`config.mk`:
```
export PLATFORM = sky130hd
export DESIGN_NAME = jfs_queue
export DESIGN_NICKNAME = d
export VERILOG_FILES = /design/src/rtl/core/jfs_pkg.sv /design/src/rtl/core/jfs_queue.sv
export SDC_FILE = /design/constraint.sdc
export NUM_CORES = 1
export LEC_CHECK = 0
export ABC_AREA = 1
export BUFFER_PORTS_ARGS = -buffer_cell sky130_fd_sc_hd__buf_2
export CORE_MARGIN = 1
export CORE_UTILIZATION = 40
export DETAILED_ROUTE_END_ITERATION = 12
export PLACE_DENSITY = 0.55
export SLEW_MARGIN = 20
export SYNTH_ARGS = -nofsm -noshare
export SYNTH_HDL_FRONTEND = slang
export SYNTH_SLANG_ARGS = --single-unit
```
`constraint.sdc`:
```
create_clock -name clk -period 9.6 [get_ports clk]
set_input_delay 1.92 -clock clk [delete_from_list [all_inputs] [get_ports clk]]
set_output_delay 1.92 -clock clk [all_outputs]
set_load 0.01 [all_outputs]
```
`src/rtl/core/jfs_pkg.sv`:
```
// ----------------------------------------------------------------------------
// jfs_pkg
// Shared constants and the queue item type of the five-point Jacobi stencil.
// ----------------------------------------------------------------------------
package jfs_pkg;

  localparam int DATA_BITS   = 32;
  localparam int ROW_BITS    = 16;
  localparam int COL_BITS    = 10;
  localparam int RES_BITS    = 63;
  localparam int GW_BITS     = 11;
  localparam int GH_BITS     = 16;
  localparam int CFG_DATA_BITS = 16;
  localparam int CFG_IDX_BITS  = 1;
  localparam int QUEUE_DEPTH = 4;

  localparam logic [CFG_IDX_BITS-1:0] REG_GRID_WIDTH  = 1'b0;
  localparam logic [CFG_IDX_BITS-1:0] REG_GRID_HEIGHT = 1'b1;

  localparam logic [GW_BITS-1:0] GRID_WIDTH_RST  = 11'd16;
  localparam logic [GH_BITS-1:0] GRID_HEIGHT_RST = 16'd16;

  localparam logic [RES_BITS-1:0] RES_CAP = {RES_BITS{1'b1}};

  typedef struct packed {
    logic                        last;
    logic signed [DATA_BITS-1:0] left;
    logic signed [DATA_BITS-1:0] up;
    logic signed [DATA_BITS-1:0] right;
    logic signed [DATA_BITS-1:0] down;
    logic signed [DATA_BITS-1:0] old;
    logic [ROW_BITS-1:0]         row;
    logic [COL_BITS-1:0]         col;
  } jfs_item_t;

endpackage

```
`src/rtl/core/jfs_queue.sv`:
```
// ----------------------------------------------------------------------------
// jfs_queue
// Small item queue between the stencil front end and the arithmetic back end.
// ----------------------------------------------------------------------------
module jfs_queue (
  input  logic               clk,
  input  logic               rst_n,
  input  logic               push,
  input  jfs_pkg::jfs_item_t push_item,
  output logic               full,
  input  logic               pop,
  output logic               empty,
  output jfs_pkg::jfs_item_t head
);
  import jfs_pkg::*;

  localparam int PW = $clog2(QUEUE_DEPTH);

  jfs_item_t     q_r [QUEUE_DEPTH];
  logic [PW-1:0] wr_ptr_r;
  logic [PW-1:0] rd_ptr_r;
  logic [PW:0]   count_r;
  logic [PW:0]   count_nxt;

  assign full  = (count_r == (PW+1)'(QUEUE_DEPTH));
  assign empty = (count_r == '0);
  assign head  = q_r[rd_ptr_r];

  always_comb begin
    count_nxt = count_r;
    if (push && !pop) begin
      count_nxt = count_r + (PW+1)'(1);
    end else if (pop && !push) begin
      count_nxt = count_r - (PW+1)'(1);
    end
  end

  always_ff @(posedge clk) begin
    if (!rst_n) begin
      wr_ptr_r <= '0;
      rd_ptr_r <= '0;
      count_r  <= '0;
    end else begin
      if (push) begin
        wr_ptr_r <= wr_ptr_r + PW'(1);
      end
      if (pop) begin
        rd_ptr_r <= rd_ptr_r + PW'(1);
      end
      count_r <= count_nxt;
    end
  end

  always_ff @(posedge clk) begin
    if (push) begin
      q_r[wr_ptr_r] <= push_item;
    end
  end

`ifndef SYNTH
  a_no_overflow: assert property (@(posedge clk) disable iff (!rst_n)
    full |-> !push || pop)
    else $error("item pushed into a full queue");

  a_no_underflow: assert property (@(posedge clk) disable iff (!rst_n)
    empty |-> !pop)
    else $error("item popped from an empty queue");
`endif

endmodule

```
---- Word level (Yosys, flattened, before mapping) ----
Memory sizes are Yosys's and may differ from the RTL's. A register that Yosys moved wholly into a read port is not among the register bits.
Index checks and enable logic that the tools add are counted.
cells by class
  add/sub/neg operators ................... 4
  equality and inequality tests ........... 1
  mux-type cells .......................... 6
  reduce and logical (&&, ||, !) cells .... 6
operators with widths
  operator                                          number
  2-to-1 mux 3 bit                                  2
  adder 2 x 1 -> 2 bit, second input constant       2
  2-to-1 mux 2 bit                                  2
  adder 3 x 1 -> 3 bit, second input constant       1
  equality test 3 bit, second input constant        1
  logical NOT 3 bit                                 1
  subtractor 3 x 1 -> 3 bit, second input constant  1
  logical AND 1 bit                                 2
  logical NOT 1 bit                                 2
  2-to-1 mux 1 bit                                  2
  nonzero test 2 bit                                1
word-level totals
  register bits ........................... 7
  RAM bits ................................ 748
  output and inout port bits .............. 189
  word-level logic and storage cells ...... 21
  memories kept ........................... 1
memories
  name  words  bits a word  rd ports  clocked after memory_dff  write ports  line             source
  q_r   4      187          1         1                         1            jfs_queue.sv:19  jfs_item_t q_r [QUEUE_DEPTH];

---- Logic depth before layout (Yosys ltp) ----
  depth in word-level cells ............... 4
  depth in mapped cells ................... 10
  mapped depth without buffers ............ 10

---- Least setup slack after synthesis ----
No wires, ideal clock.
  path type ............................... in2reg
  from .................................... in push
  to ...................................... mem q_r[0][0] (netlist bit), enable pin
  setup time .............................. 539 ps
  arrival ................................. 5,545 ps
  required time ........................... 9,061 ps
  setup slack ............................. 3,516 ps
  stages .................................. 2
  cell sequence ........................... nand2_1 inv_1
between the ends
  cells in the longest elaborated chain, start to end .. 2
RTL lines
  element                                 line             source
  start: declaration                      jfs_queue.sv:8   input logic push,
  2-to-1 mux 1 bit                        jfs_queue.sv:55  if (push) begin
  2-to-1 mux 1 bit (implied by the code)  jfs_queue.sv:56  q_r[wr_ptr_r] <= push_item;
  end: declaration                        jfs_queue.sv:19
Every way passes these cells.

==> results by group <==
Critical path
  – Critical path endpoint category: primary output
  – CP delay by family, top: buffers and inverters
  – Worst-path maximum fanout: 70
  – Crit path top cell by count: buf_4
  – WS Path Type: register to primary output
  – Worst EP arrival: approximately 3.8 ns
  – Startpoint types: register
  – Slowest stage cell, crit path: dfxtp_4
  – CP Cell Sequence: buf_12 -> buf_4 -> buf_4 -> o21ai_0 -> o22ai_1 -> buf_2
  – WP data required: approximately 7.7 ns
  – Critical path buffers and inverters: 4
  – Critical path's largest stage delay: just over 0.7 ns

Run
  – Max Cap Viol: 0

STA
  – Final setup margin: between 3 and 4 ns
  – Unrepaired setup endpoints after global routing: no
  – Final hold vios: 0
  – Final number of setup-violating endpoints: 0
  – Max-slew violation count: 0
  – Worst Tran Pin Value: around 1 ns
  – Max_slew headroom: around a third
  – Fmax: 0.176 GHz
  – Fin crit share: 59.1%
  – Final setup TNS: 0 ns
  – Min Tclk post-route: 5.68 ns
  – Clock skew: 0.0199 ns
  – Hold Slack: 0.447 ns

Global route
  – GRT overflow: 0
  – Number of global-route vias before repair: roughly 16000
  – First-pass GRT wire length: 100000 um
  – Total track usage: about a fifth
  – Largest net degree at the start of global routing: 231
  – Number of antenna violations at the first check in global routing: 16

Synth
  – Synth unique cells: 21
  – FF+latch count, synth: 757
  – Syn Area/Cell: 15.0 um2
  – Mapped Cells: 1866
  – Register area share after synthesis: between 80% and 90%
  – Synth warnings: 0
  – Cell Area, Synth: 28000 um2
  – Syn_nets: 2063

Clock tree
  – Clk sinks: 757
  – Clock-pin slew on the worst setup and hold paths: 0.06 ns
  – Hold buffers post-CTS: 0
  – PostCTS Resize Cnt: 0
  – Clock Tree Root: clkbuf_16
  – TritonCTS Buffers: 82
  – Clk Latency, worst-skew pair: 0.61 ns
  – Post-CTS Setup Inserts: 0
  – H-tree levels: 3
  – Max Root-Sink Buffers: 3
  – CTS tree: built

Place
  – Final HPWL DP: 37400 um
  – Port Buffer Count: 379
  – Setup WS pre-CTS: 4.12 ns
  – Gpl congestion: around 0.78

Route
  – Avg WL per Cell: 21.0 um
  – Vias/cell: a little over 5
  – Post-route ant nets: 0
  – Via count: between 15000 and 20000
  – Drt first-iter violations: 1034
  – DR DRC count: 0
  – WL final: 68000 um
  – Drt pass-1 iters: 7

Layout
  – Area grow syn2layout: 19.3%
  – # fillers: 5984
  – Layout cells sized above 1: a little under a quarter
  – Final net count: 2423

Power and ir drop
  – Cell Pwr Density: 228 nW/um2
  – Maximum vdd drop: between 0.00015 and 0.0002 V
  – Pleak: 11.5 nW

Status
  – Status: finished, final reports clean

Hold path
  – Min-delay worst type: register to register

Die
  – Core area: roughly 69000 um2
  – Number of core rows: 96
  – Die area: 71000 um2
  – Initial Utilization: about two fifths
  – Top Ports: 380
  – Chip width: 266 um
  – Die Y: ~270 um
## cell families after synthesis
group	after synthesis	share of synthesized area, %
simple gates	392	5.28
flops	757	80.9
compound gates	571	11.1
fa+ha+maj	6	0.295
buf+inv	140	2.42
## layout make-up
| class | count | area (um2) | area share, % |
|---|---|---|---|
| inverters | 17 | 111 | 0.334 |
| repair buffers | 399 | 2080 | 6.23 |
| clock buffers | 105 | 2140 | 6.41 |
| flip-flops and latches | 757 | 22600 | 67.9 |
| clock inverters | 49 | 548 | 1.64 |
| multi-input cells | 969 | 4650 | 13.9 |
| well taps | 931 | 1160 | 3.49 |
| diodes | 6 | 15.0 | 0.0450 |
## per-layer routing
layer / share of wire [%] / global-route usage (%)
met1: 41 / 23.8
met2: 50 / 31.2
met3: 6.1 / 4.50
met5: 0.18 / 0
met4: 2.3 / 6.20
## synth_stat cells
cell type  number  area [um2]
fa_1            1        20.0
clkbuf_1       34         128
buf_6           3        33.8
o21ai_0       207        1040
buf_4           8        60.1
nor2_1        379        1420
nor3_1          2        10.0
dfxtp_1         9         180
edfxtp_1      748       22500
o21ai_1       173         866
inv_1          15        56.3
nand4_1         1        6.26
nand3_1         1        5.00
nand2_1         9        33.8
inv_2           1        3.75
clkbuf_2       12        60.1
buf_2          66         330
o22ai_1       187        1170
a21oi_1         4        20.0
inv_4           1        6.26
ha_1            5        62.6
## path summary, 6_finish.rpt
path / startpoint / to / slack [ns] / cells past startpoint
max: register / head[75] / 3.92 / 6
min: rd_ptr_r[1] / register / 0.45 / 1
max reg2reg: wr_ptr_r[0] / q_r[2][79] / 7.02 / 5
min reg2reg: rd_ptr_r[1] / register / 0.45 / 1
## metrics by stage
step	utilization, %	total power, mW	instance area [um2]	std cells
floorplan	-	4.25	28000	1866
global placement	44.4	4.53	30600	3071
detailed placement	44.4	4.55	30600	3071
CTS	48.3	7.67	33300	3225
global route	48.4	7.86	33400	3233
finish	48.4	7.59	33400	3233
## state kept, by name (all words and copies together), names as in the netlist, named ones only
signal	flops
wr_ptr_r	2
rd_ptr_r	2
count_r	3
q_r	748
## placed cells by master, fill, tap and decap left out, types with 6 or more instances in the layout
master,instances
diode_2,6
inv_1,11
buf_4,18
clkinv_2,12
clkbuf_16,82
dfxtp_1,7
nor2_1,379
nand2_1,9
edfxtp_1,748
o21ai_0,207
buf_2,379
bufinv_16,9
clkinv_1,16
o21ai_1,173
clkbuf_1,23
o22ai_1,187
## where the power goes
group          leakage (nW)  internal, mW  total, mW  switching [mW]
Sequential             6.95          3.78       3.82          0.0384
Clock                  1.30          1.84       3.12            1.28
Combinational          3.24         0.202      0.650           0.447
Total                  11.5          5.82       7.59            1.77
(Power assumes the default switching activity.)
