--- config.mk ---
export PLATFORM = sky130hd
export DESIGN_NAME = jfs_back
export DESIGN_NICKNAME = d
export VERILOG_FILES = /design/src/rtl/core/jfs_pkg.sv /design/src/rtl/core/jfs_back.sv
export SDC_FILE = /design/constraint.sdc
export NUM_CORES = 2
export LEC_CHECK = 0
export BUFFER_PORTS_ARGS = -buffer_cell sky130_fd_sc_hd__buf_2
export CAP_MARGIN = 20
export CORE_MARGIN = 2
export CORE_UTILIZATION = 58
export CTS_CLUSTER_DIAMETER = 60
export DETAILED_ROUTE_END_ITERATION = 8
export PLACE_DENSITY = 0.76
export SLEW_MARGIN = 5
export SYNTH_ARGS = -nofsm -noshare
export SYNTH_HDL_FRONTEND = slang
export SYNTH_SLANG_ARGS = --single-unit
--- constraint.sdc ---
create_clock -name clk -period 24.1 [get_ports clk]
set_input_delay 0 -clock clk [delete_from_list [all_inputs] [get_ports clk]]
set_output_delay 0 -clock clk [all_outputs]
set_load 0.05 [all_outputs]
--- src/rtl/core/jfs_pkg.sv ---
// ----------------------------------------------------------------------------
// jfs_pkg
// Shared constants and the queue item type of the five-point Jacobi stencil.
// ----------------------------------------------------------------------------
package jfs_pkg;

  localparam int DATA_BITS   = 32;
  localparam int ROW_BITS    = 16;
  localparam int COL_BITS    = 10;
  localparam int RES_BITS    = 63;
  localparam int GW_BITS     = 11;
  localparam int GH_BITS     = 16;
  localparam int CFG_DATA_BITS = 16;
  localparam int CFG_IDX_BITS  = 1;
  localparam int QUEUE_DEPTH = 4;

  localparam logic [CFG_IDX_BITS-1:0] REG_GRID_WIDTH  = 1'b0;
  localparam logic [CFG_IDX_BITS-1:0] REG_GRID_HEIGHT = 1'b1;

  localparam logic [GW_BITS-1:0] GRID_WIDTH_RST  = 11'd16;
  localparam logic [GH_BITS-1:0] GRID_HEIGHT_RST = 16'd16;

  localparam logic [RES_BITS-1:0] RES_CAP = {RES_BITS{1'b1}};

  typedef struct packed {
    logic                        last;
    logic signed [DATA_BITS-1:0] left;
    logic signed [DATA_BITS-1:0] up;
    logic signed [DATA_BITS-1:0] right;
    logic signed [DATA_BITS-1:0] down;
    logic signed [DATA_BITS-1:0] old;
    logic [ROW_BITS-1:0]         row;
    logic [COL_BITS-1:0]         col;
  } jfs_item_t;

endpackage

--- src/rtl/core/jfs_back.sv ---
// ----------------------------------------------------------------------------
// jfs_back
// Stencil average, squared update and saturating residual; output register.
// ----------------------------------------------------------------------------
module jfs_back (
  input  logic                                  clk,
  input  logic                                  rst_n,
  input  logic                                  q_empty,
  input  jfs_pkg::jfs_item_t                    q_head,
  output logic                                  q_pop,
  output logic                                  out_valid,
  input  logic                                  out_ready,
  output logic signed [jfs_pkg::DATA_BITS-1:0]  out_new_value,
  output logic [jfs_pkg::ROW_BITS-1:0]          out_row,
  output logic [jfs_pkg::COL_BITS-1:0]          out_col,
  output logic [jfs_pkg::RES_BITS-1:0]          out_residual,
  output logic                                  out_is_residual
);
  import jfs_pkg::*;

  logic en;

  logic                        s1_v_r;
  logic signed [DATA_BITS:0]   s1_sa_r;
  logic signed [DATA_BITS:0]   s1_sb_r;
  logic signed [DATA_BITS-1:0] s1_old_r;
  logic [ROW_BITS-1:0]         s1_row_r;
  logic [COL_BITS-1:0]         s1_col_r;
  logic                        s1_last_r;

  logic                        s2_v_r;
  logic signed [DATA_BITS-1:0] s2_nv_r;
  logic signed [DATA_BITS-1:0] s2_old_r;
  logic [ROW_BITS-1:0]         s2_row_r;
  logic [COL_BITS-1:0]         s2_col_r;
  logic                        s2_last_r;

  logic                        s3_v_r;
  logic signed [DATA_BITS-1:0] s3_nv_r;
  logic [DATA_BITS-1:0]        s3_ad_r;
  logic [ROW_BITS-1:0]         s3_row_r;
  logic [COL_BITS-1:0]         s3_col_r;
  logic                        s3_last_r;

  logic                        s4_v_r;
  logic signed [DATA_BITS-1:0] s4_nv_r;
  logic [2*DATA_BITS-1:0]      s4_sq_r;
  logic [ROW_BITS-1:0]         s4_row_r;
  logic [COL_BITS-1:0]         s4_col_r;
  logic                        s4_last_r;

  logic signed [DATA_BITS+1:0] sum4;
  logic signed [DATA_BITS:0]   d_pos;
  logic signed [DATA_BITS:0]   d_neg;
  logic [2*DATA_BITS-1:0]      sq;
  logic [RES_BITS+1:0]         acc;
  logic [RES_BITS-1:0]         total_r;
  logic [RES_BITS-1:0]         total_nxt;

  logic                        out_valid_r;

  assign en    = !out_valid_r || out_ready;
  assign q_pop = en && !q_empty;

  assign sum4  = (DATA_BITS+2)'(s1_sa_r) + (DATA_BITS+2)'(s1_sb_r);
  assign d_pos = (DATA_BITS+1)'(s2_nv_r) - (DATA_BITS+1)'(s2_old_r);
  assign d_neg = (DATA_BITS+1)'(s2_old_r) - (DATA_BITS+1)'(s2_nv_r);
  assign sq    = (2*DATA_BITS)'(s3_ad_r) * (2*DATA_BITS)'(s3_ad_r);
  assign acc   = (RES_BITS+2)'(total_r) + (RES_BITS+2)'(s4_sq_r);
  assign total_nxt = (acc > (RES_BITS+2)'(RES_CAP)) ? RES_CAP : acc[RES_BITS-1:0];

  always_ff @(posedge clk) begin
    if (!rst_n) begin
      s1_v_r      <= 1'b0;
      s2_v_r      <= 1'b0;
      s3_v_r      <= 1'b0;
      s4_v_r      <= 1'b0;
      out_valid_r <= 1'b0;
      total_r     <= '0;
    end else if (en) begin
      s1_v_r      <= !q_empty;
      s2_v_r      <= s1_v_r;
      s3_v_r      <= s2_v_r;
      s4_v_r      <= s3_v_r;
      out_valid_r <= s4_v_r;
      if (s4_v_r) begin
        total_r <= s4_last_r ? '0 : total_nxt;
      end
    end
  end

  always_ff @(posedge clk) begin
    if (en) begin
      s1_sa_r   <= (DATA_BITS+1)'(q_head.left) + (DATA_BITS+1)'(q_head.up);
      s1_sb_r   <= (DATA_BITS+1)'(q_head.right) + (DATA_BITS+1)'(q_head.down);
      s1_old_r  <= q_head.old;
      s1_row_r  <= q_head.row;
      s1_col_r  <= q_head.col;
      s1_last_r <= q_head.last;

      s2_nv_r   <= sum4[DATA_BITS+1:2];
      s2_old_r  <= s1_old_r;
      s2_row_r  <= s1_row_r;
      s2_col_r  <= s1_col_r;
      s2_last_r <= s1_last_r;

      s3_nv_r   <= s2_nv_r;
      s3_ad_r   <= d_pos[DATA_BITS] ? d_neg[DATA_BITS-1:0] : d_pos[DATA_BITS-1:0];
      s3_row_r  <= s2_row_r;
      s3_col_r  <= s2_col_r;
      s3_last_r <= s2_last_r;

      s4_nv_r   <= s3_nv_r;
      s4_sq_r   <= sq;
      s4_row_r  <= s3_row_r;
      s4_col_r  <= s3_col_r;
      s4_last_r <= s3_last_r;

      if (s4_v_r) begin
        if (s4_last_r) begin
          out_new_value   <= '0;
          out_row         <= '0;
          out_col         <= '0;
          out_residual    <= total_r;
          out_is_residual <= 1'b1;
        end else begin
          out_new_value   <= s4_nv_r;
          out_row         <= s4_row_r;
          out_col         <= s4_col_r;
          out_residual    <= '0;
          out_is_residual <= 1'b0;
        end
      end
    end
  end

  assign out_valid = out_valid_r;

`ifndef SYNTH
  a_total_cleared: assert property (@(posedge clk) disable iff (!rst_n)
    en && s4_v_r && s4_last_r |=> total_r == '0)
    else $error("residual total not cleared after the residual item");

  a_residual_item_clean: assert property (@(posedge clk) disable iff (!rst_n)
    out_valid_r && out_is_residual |-> (out_new_value == '0) && (out_row == '0)
      && (out_col == '0))
    else $error("residual item carries point data");

  a_no_pop_on_stall: assert property (@(posedge clk) disable iff (!rst_n)
    out_valid_r && !out_ready |-> !q_pop)
    else $error("queue popped while the output is stalled");
`endif

endmodule

== Word level (Yosys, flattened, before mapping) ==
Index checks and enable logic that the tools add are counted.

* $add $sub $neg: 6
* $mul: 1
* $lt $le $gt $ge: 1
* Mux-type cells: 4
* Reduce and logical (&&, ||, !) cells: 5

{| class="wikitable"
|+ Operators with widths
! kind !! number
|-
| $mux 63 || 2
|-
| $add 32x32->33 || 2
|-
| $add 63x64->65 || 1
|-
| $gt 65x63->1 const B || 1
|-
| $mul 32x32->64 || 1
|-
| $add 33x33->34 || 1
|-
| $sub 32x32->33 || 1
|-
| $mux 32 || 1
|-
| $sub 32x32->32 || 1
|-
| $logic_not 1->1 || 2
|-
| $reduce_and 2->1 || 1
|-
| $logic_and 1x1->1 || 1
|-
| $logic_or 1x1->1 || 1
|-
| $mux 1 || 1
|}

* Bits in registers: 620

== Logic depth before layout (Yosys ltp) ==
* Depth after elaboration: 4
* Depth in mapped cells: 32
* Depth with buffers taken out: 30

== Least setup slack after synthesis ==
OpenSTA, ideal clock, no wires.

* Path kind: register to register
* Start: reg out_valid_r, in the netlist out_valid
* End: reg out_col[0] (netlist name) (enable)
* Setup time: 0.475 ns
* Data arrival time: 13.529 ns
* Required time: 23.625 ns
* Setup slack: 10.097 ns
* Stages on the path, launching flop included: 7
* Buffers on the path: 2
* Path through: dfxtp_1 nor2b_1 clkbuf_1 inv_1 nand2_1 clkbuf_1 inv_1

* Longest elaborated chain between the ends: 3

{| class="wikitable"
|+ RTL lines
! element !! RTL line !! RTL
|-
| start: declaration || jfs_back.sv:60 || <nowiki>logic out_valid_r;</nowiki>
|-
| start signal: assignment || jfs_back.sv:85 || <nowiki>out_valid_r <= s4_v_r;</nowiki>
|-
| $logic_not 1->1 || jfs_back.sv:62 || <nowiki>assign en = !out_valid_r || out_ready;</nowiki>
|-
| $logic_or 1x1->1 || jfs_back.sv:62 ||
|-
| $reduce_and 2->1 (no line) || -- ||
|-
| end signal: assignment || jfs_back.sv:129 || <nowiki>out_col <= s4_col_r;</nowiki>
|-
| end: declaration || jfs_back.sv:15 || <nowiki>output logic [jfs_pkg::COL_BITS-1:0] out_col,</nowiki>
|}

No other way between the ends.
A chain may end at the register's enable or synchronous reset.

== Worst setup path in the final report ==
* Start: reg s3_ad_r[16]
* End: reg s4_sq_r[58], data pin

* Longest elaborated chain between the ends: 1

{| class="wikitable"
|+ RTL lines
! element !! RTL line !! RTL
|-
| start: declaration || jfs_back.sv:40 || <nowiki>logic [DATA_BITS-1:0] s3_ad_r;</nowiki>
|-
| start signal: assignment || jfs_back.sv:108 || <nowiki>s3_ad_r <= d_pos[DATA_BITS] ? d_neg[DATA_BITS-1:0] : d_pos[DATA_BITS-1:0];</nowiki>
|-
| $mul 32x32->64 || jfs_back.sv:68 || <nowiki>assign sq = (2*DATA_BITS)'(s3_ad_r) * (2*DATA_BITS)'(s3_ad_r);</nowiki>
|-
| via sq[58] || jfs_back.sv:55 || <nowiki>logic [2*DATA_BITS-1:0] sq;</nowiki>
|-
| end signal: assignment || jfs_back.sv:114 || <nowiki>s4_sq_r <= sq;</nowiki>
|-
| end: declaration || jfs_back.sv:47 || <nowiki>logic [2*DATA_BITS-1:0] s4_sq_r;</nowiki>
|}

The timed path passes the listed nets, and every way through them passes these cells.

==> run summary <==
Status - completed
Via-to-Cell Ratio - 5.62
Crit-path slowest cell - nor4_1
Port Buffers - 314
Clock Latency Late Sink - 630 ps
Min-Delay Path Class - in2reg
Starting Density - 0.587
Final Max Tran Viols - 0
Routed WL per cell - 19.8 microns
Clock buffer depth - 3
Final setup skew - 23.5 ps
Setup violations, final - 0
# H-tree levels - 3
Most frequent cell after synthesis - inv_1
Die area - 106,000 sq um
GPL Wtd Cong - 0.941
Ranking of synthesized cells by area - edfxtp_1 (28%), fa_1 (27%), ha_1 (11%)
Worst-case reg-to-reg path depth - 27
CTS tree - built
Number of library cell types mapped by synthesis - 85
Crit-path max cell delay - 600 ps
Layout cells sized above 1 - 0.0838
Setup TNS - 0 ps
Peak Freq - 0.109 GHz
Slew headroom - 0.252
Post-Route WL - 150,000 microns
Final worst path period share - 0.382
Largest net degree at the start of global routing - 154
Clock root buffer - clkbuf_16
Metal2 WL - 76,700 microns
Highest routing layer actually used - met4
Die height - 326 microns
RSZ-0062 raised after global routing - false
Layout Nets - 7,655
Worst Tran Pin Value - 1120 ps
YS warnings - 0
Post-route antenna net violation count - 0
Initial drt markers - 3,033
Commonest register cell after synthesis - edfxtp_1
#FFs+latches synth - 619
Rows - 117
CP Launch Type - flip-flop
Synthesized area - 60,000 sq um
Critical Path Most Common Cell - fa_1
Initial antenna violation count - 3
Drc violations - 0
Fill count - 7,694
Post-synth EDFFs - 551
DRT Pass-1 Iters - 5
Metal3 WL - 9740 microns
Vias in the first global route - 45,100
Area grow syn2layout - 12.9%
Register area share after synthesis - 0.299
Async set or reset register ratio after synthesis - 0
HPWL Detailed - 111,000 microns
Post_cts resized - 0
Worst Path Max Fanout - 25
Top-area cell type share of the netlist area - 0.276
Grt ovf - 0
Yosys top cell by area - edfxtp_1
Worst-path clk slew - 60 ps
M1 WL - 57,700 microns
Arrival @ worst endpoint - 9580 ps
Top post-synthesis cells by count - inv_1 (1,103), fa_1 (796), edfxtp_1 (551), ha_1 (521), nand2_1 (451)
DR vias - 42,600
Gate Count Post-Synth - 5,666
I/O Pins - 315
Syn Nets - 7,174
# Max-Cap Violations - 0
First-pass GRT wire length - 240,000 microns
Hold Path Depth - 5
Critical Path RT - 24,480 ps
Post-route minimum period - 9200 ps
Crit end category - flip-flop
Syn Area/Cell - 10.6 sq um
Total Routing Usage GR - 0.287
Post-CTS Setup Repair Bufs - 0
Core ar. - 102,000 sq um
Number of buffers created by CTS - 69
Clock Sinks - 619
Final Hold Fails - 0
Die width - 326 microns
Setup CP Type - reg2reg
-- what timing repair did --
item / 4_1_cts / 5_1_grt
hold buffers: 233 / 0
setup endpoints to repair: 0 / 0
hold endpoints to repair: 152 / 0
-- critical path: cells and delay by family (launching register included) --
kind	cells	cell delay, ps
fa+ha+maj	9	4360
compound gates	8	1940
simple gates	3	1100
buf+inv	6	1050
flops	1	320
xor+xnor	1	150
-- layout make-up --
class                           count  area (sq um)  share of cell area
Antenna cell                        2          5.00           0.0000739
Clock inverter                     50           709              0.0105
Inverter                         1104          4160              0.0614
Timing Repair Buffer              590          4230              0.0624
Clock buffer                       77          1780              0.0263
Multi-Input combinational cell   3763         37200               0.549
Sequential cell                   619         17900               0.265
Tap cell                         1368          1710              0.0253
-- sequential cells by signal (all words and copies together), names as in the netlist, 10 cells and up --
register,cells
out_row,16
s1_sa_r,33
s3_row_r,16
out_col,10
s2_row_r,16
s4_col_r,10
out_new_value,32
s2_nv_r,32
total_r,63
s4_row_r,16
s4_nv_r,32
s2_col_r,10
s1_row_r,16
s3_ad_r,32
s1_col_r,10
out_residual,63
s1_sb_r,33
s3_col_r,10
s2_old_r,32
s1_old_r,32
s4_sq_r,63
s3_nv_r,32
-- path summary, 6_finish.rpt --
| path | from | end | slack, ps |
|---|---|---|---|
| worst min-delay path | q_head[67] | s1_sb_r[10] | 50 |
| worst max-delay path | s3_ad_r[16] | s4_sq_r[58] | 14900 |
| worst max register to register | s3_ad_r[16] | s4_sq_r[58] | 14900 |
| worst min register to register | s3_nv_r[1] | s4_nv_r[1] | 410 |
-- stage by stage --
step | worst slack, ps | hold slack (ps) | cell area, sq um | std cells | util
6_report | 14900 | 51.8 | 67700 | 7573 | 0.662
5_1_grt | 14470 | 65.2 | 67700 | 7572 | 0.662
4_1_cts | 14880 | 7.19 | 67700 | 7571 | 0.662
3_5_place_dp | 14910 | 178 | 62900 | 7211 | 0.615
3_3_place_gp | 15100 | 177 | 62900 | 7211 | 0.615
2_1_floorplan | 10100 | 98.9 | 60000 | 5666 | -
-- layer usage --
layer	up-vias	GRT usage
li1	19400	-
met1	21200	0.351
met2	1652	0.516
met3	348	0.0443
met4	0	0.101
met5	-	0
-- cells in the final DEF (no fill, tap or decap), drive strengths merged, types with 140 or more instances in the layout --
| cell type | count |
|---|---|
| o21ai | 152 |
| edfxtp | 551 |
| inv | 1115 |
| a21oi | 235 |
| xnor2 | 155 |
| fa | 796 |
| nand2 | 451 |
| buf | 357 |
| a21o | 140 |
| ha | 521 |
| and2 | 304 |
| nor2 | 187 |
| dlygate4sd3 | 233 |
-- kinds of logic after synthesis --
| group | Yosys count | share of synthesized area |
|---|---|---|
| compound gates | 865 | 0.0953 |
| xor+xnor | 257 | 0.0375 |
| fa+ha+maj | 1317 | 0.374 |
| buf+inv | 1284 | 0.0811 |
| flops | 619 | 0.299 |
| mux | 37 | 0.00626 |
| simple gates | 1287 | 0.107 |
Power is left out: the tool's default activity adds up to more than one toggle a clock period on the data nets, which glitch-free logic cannot reach.
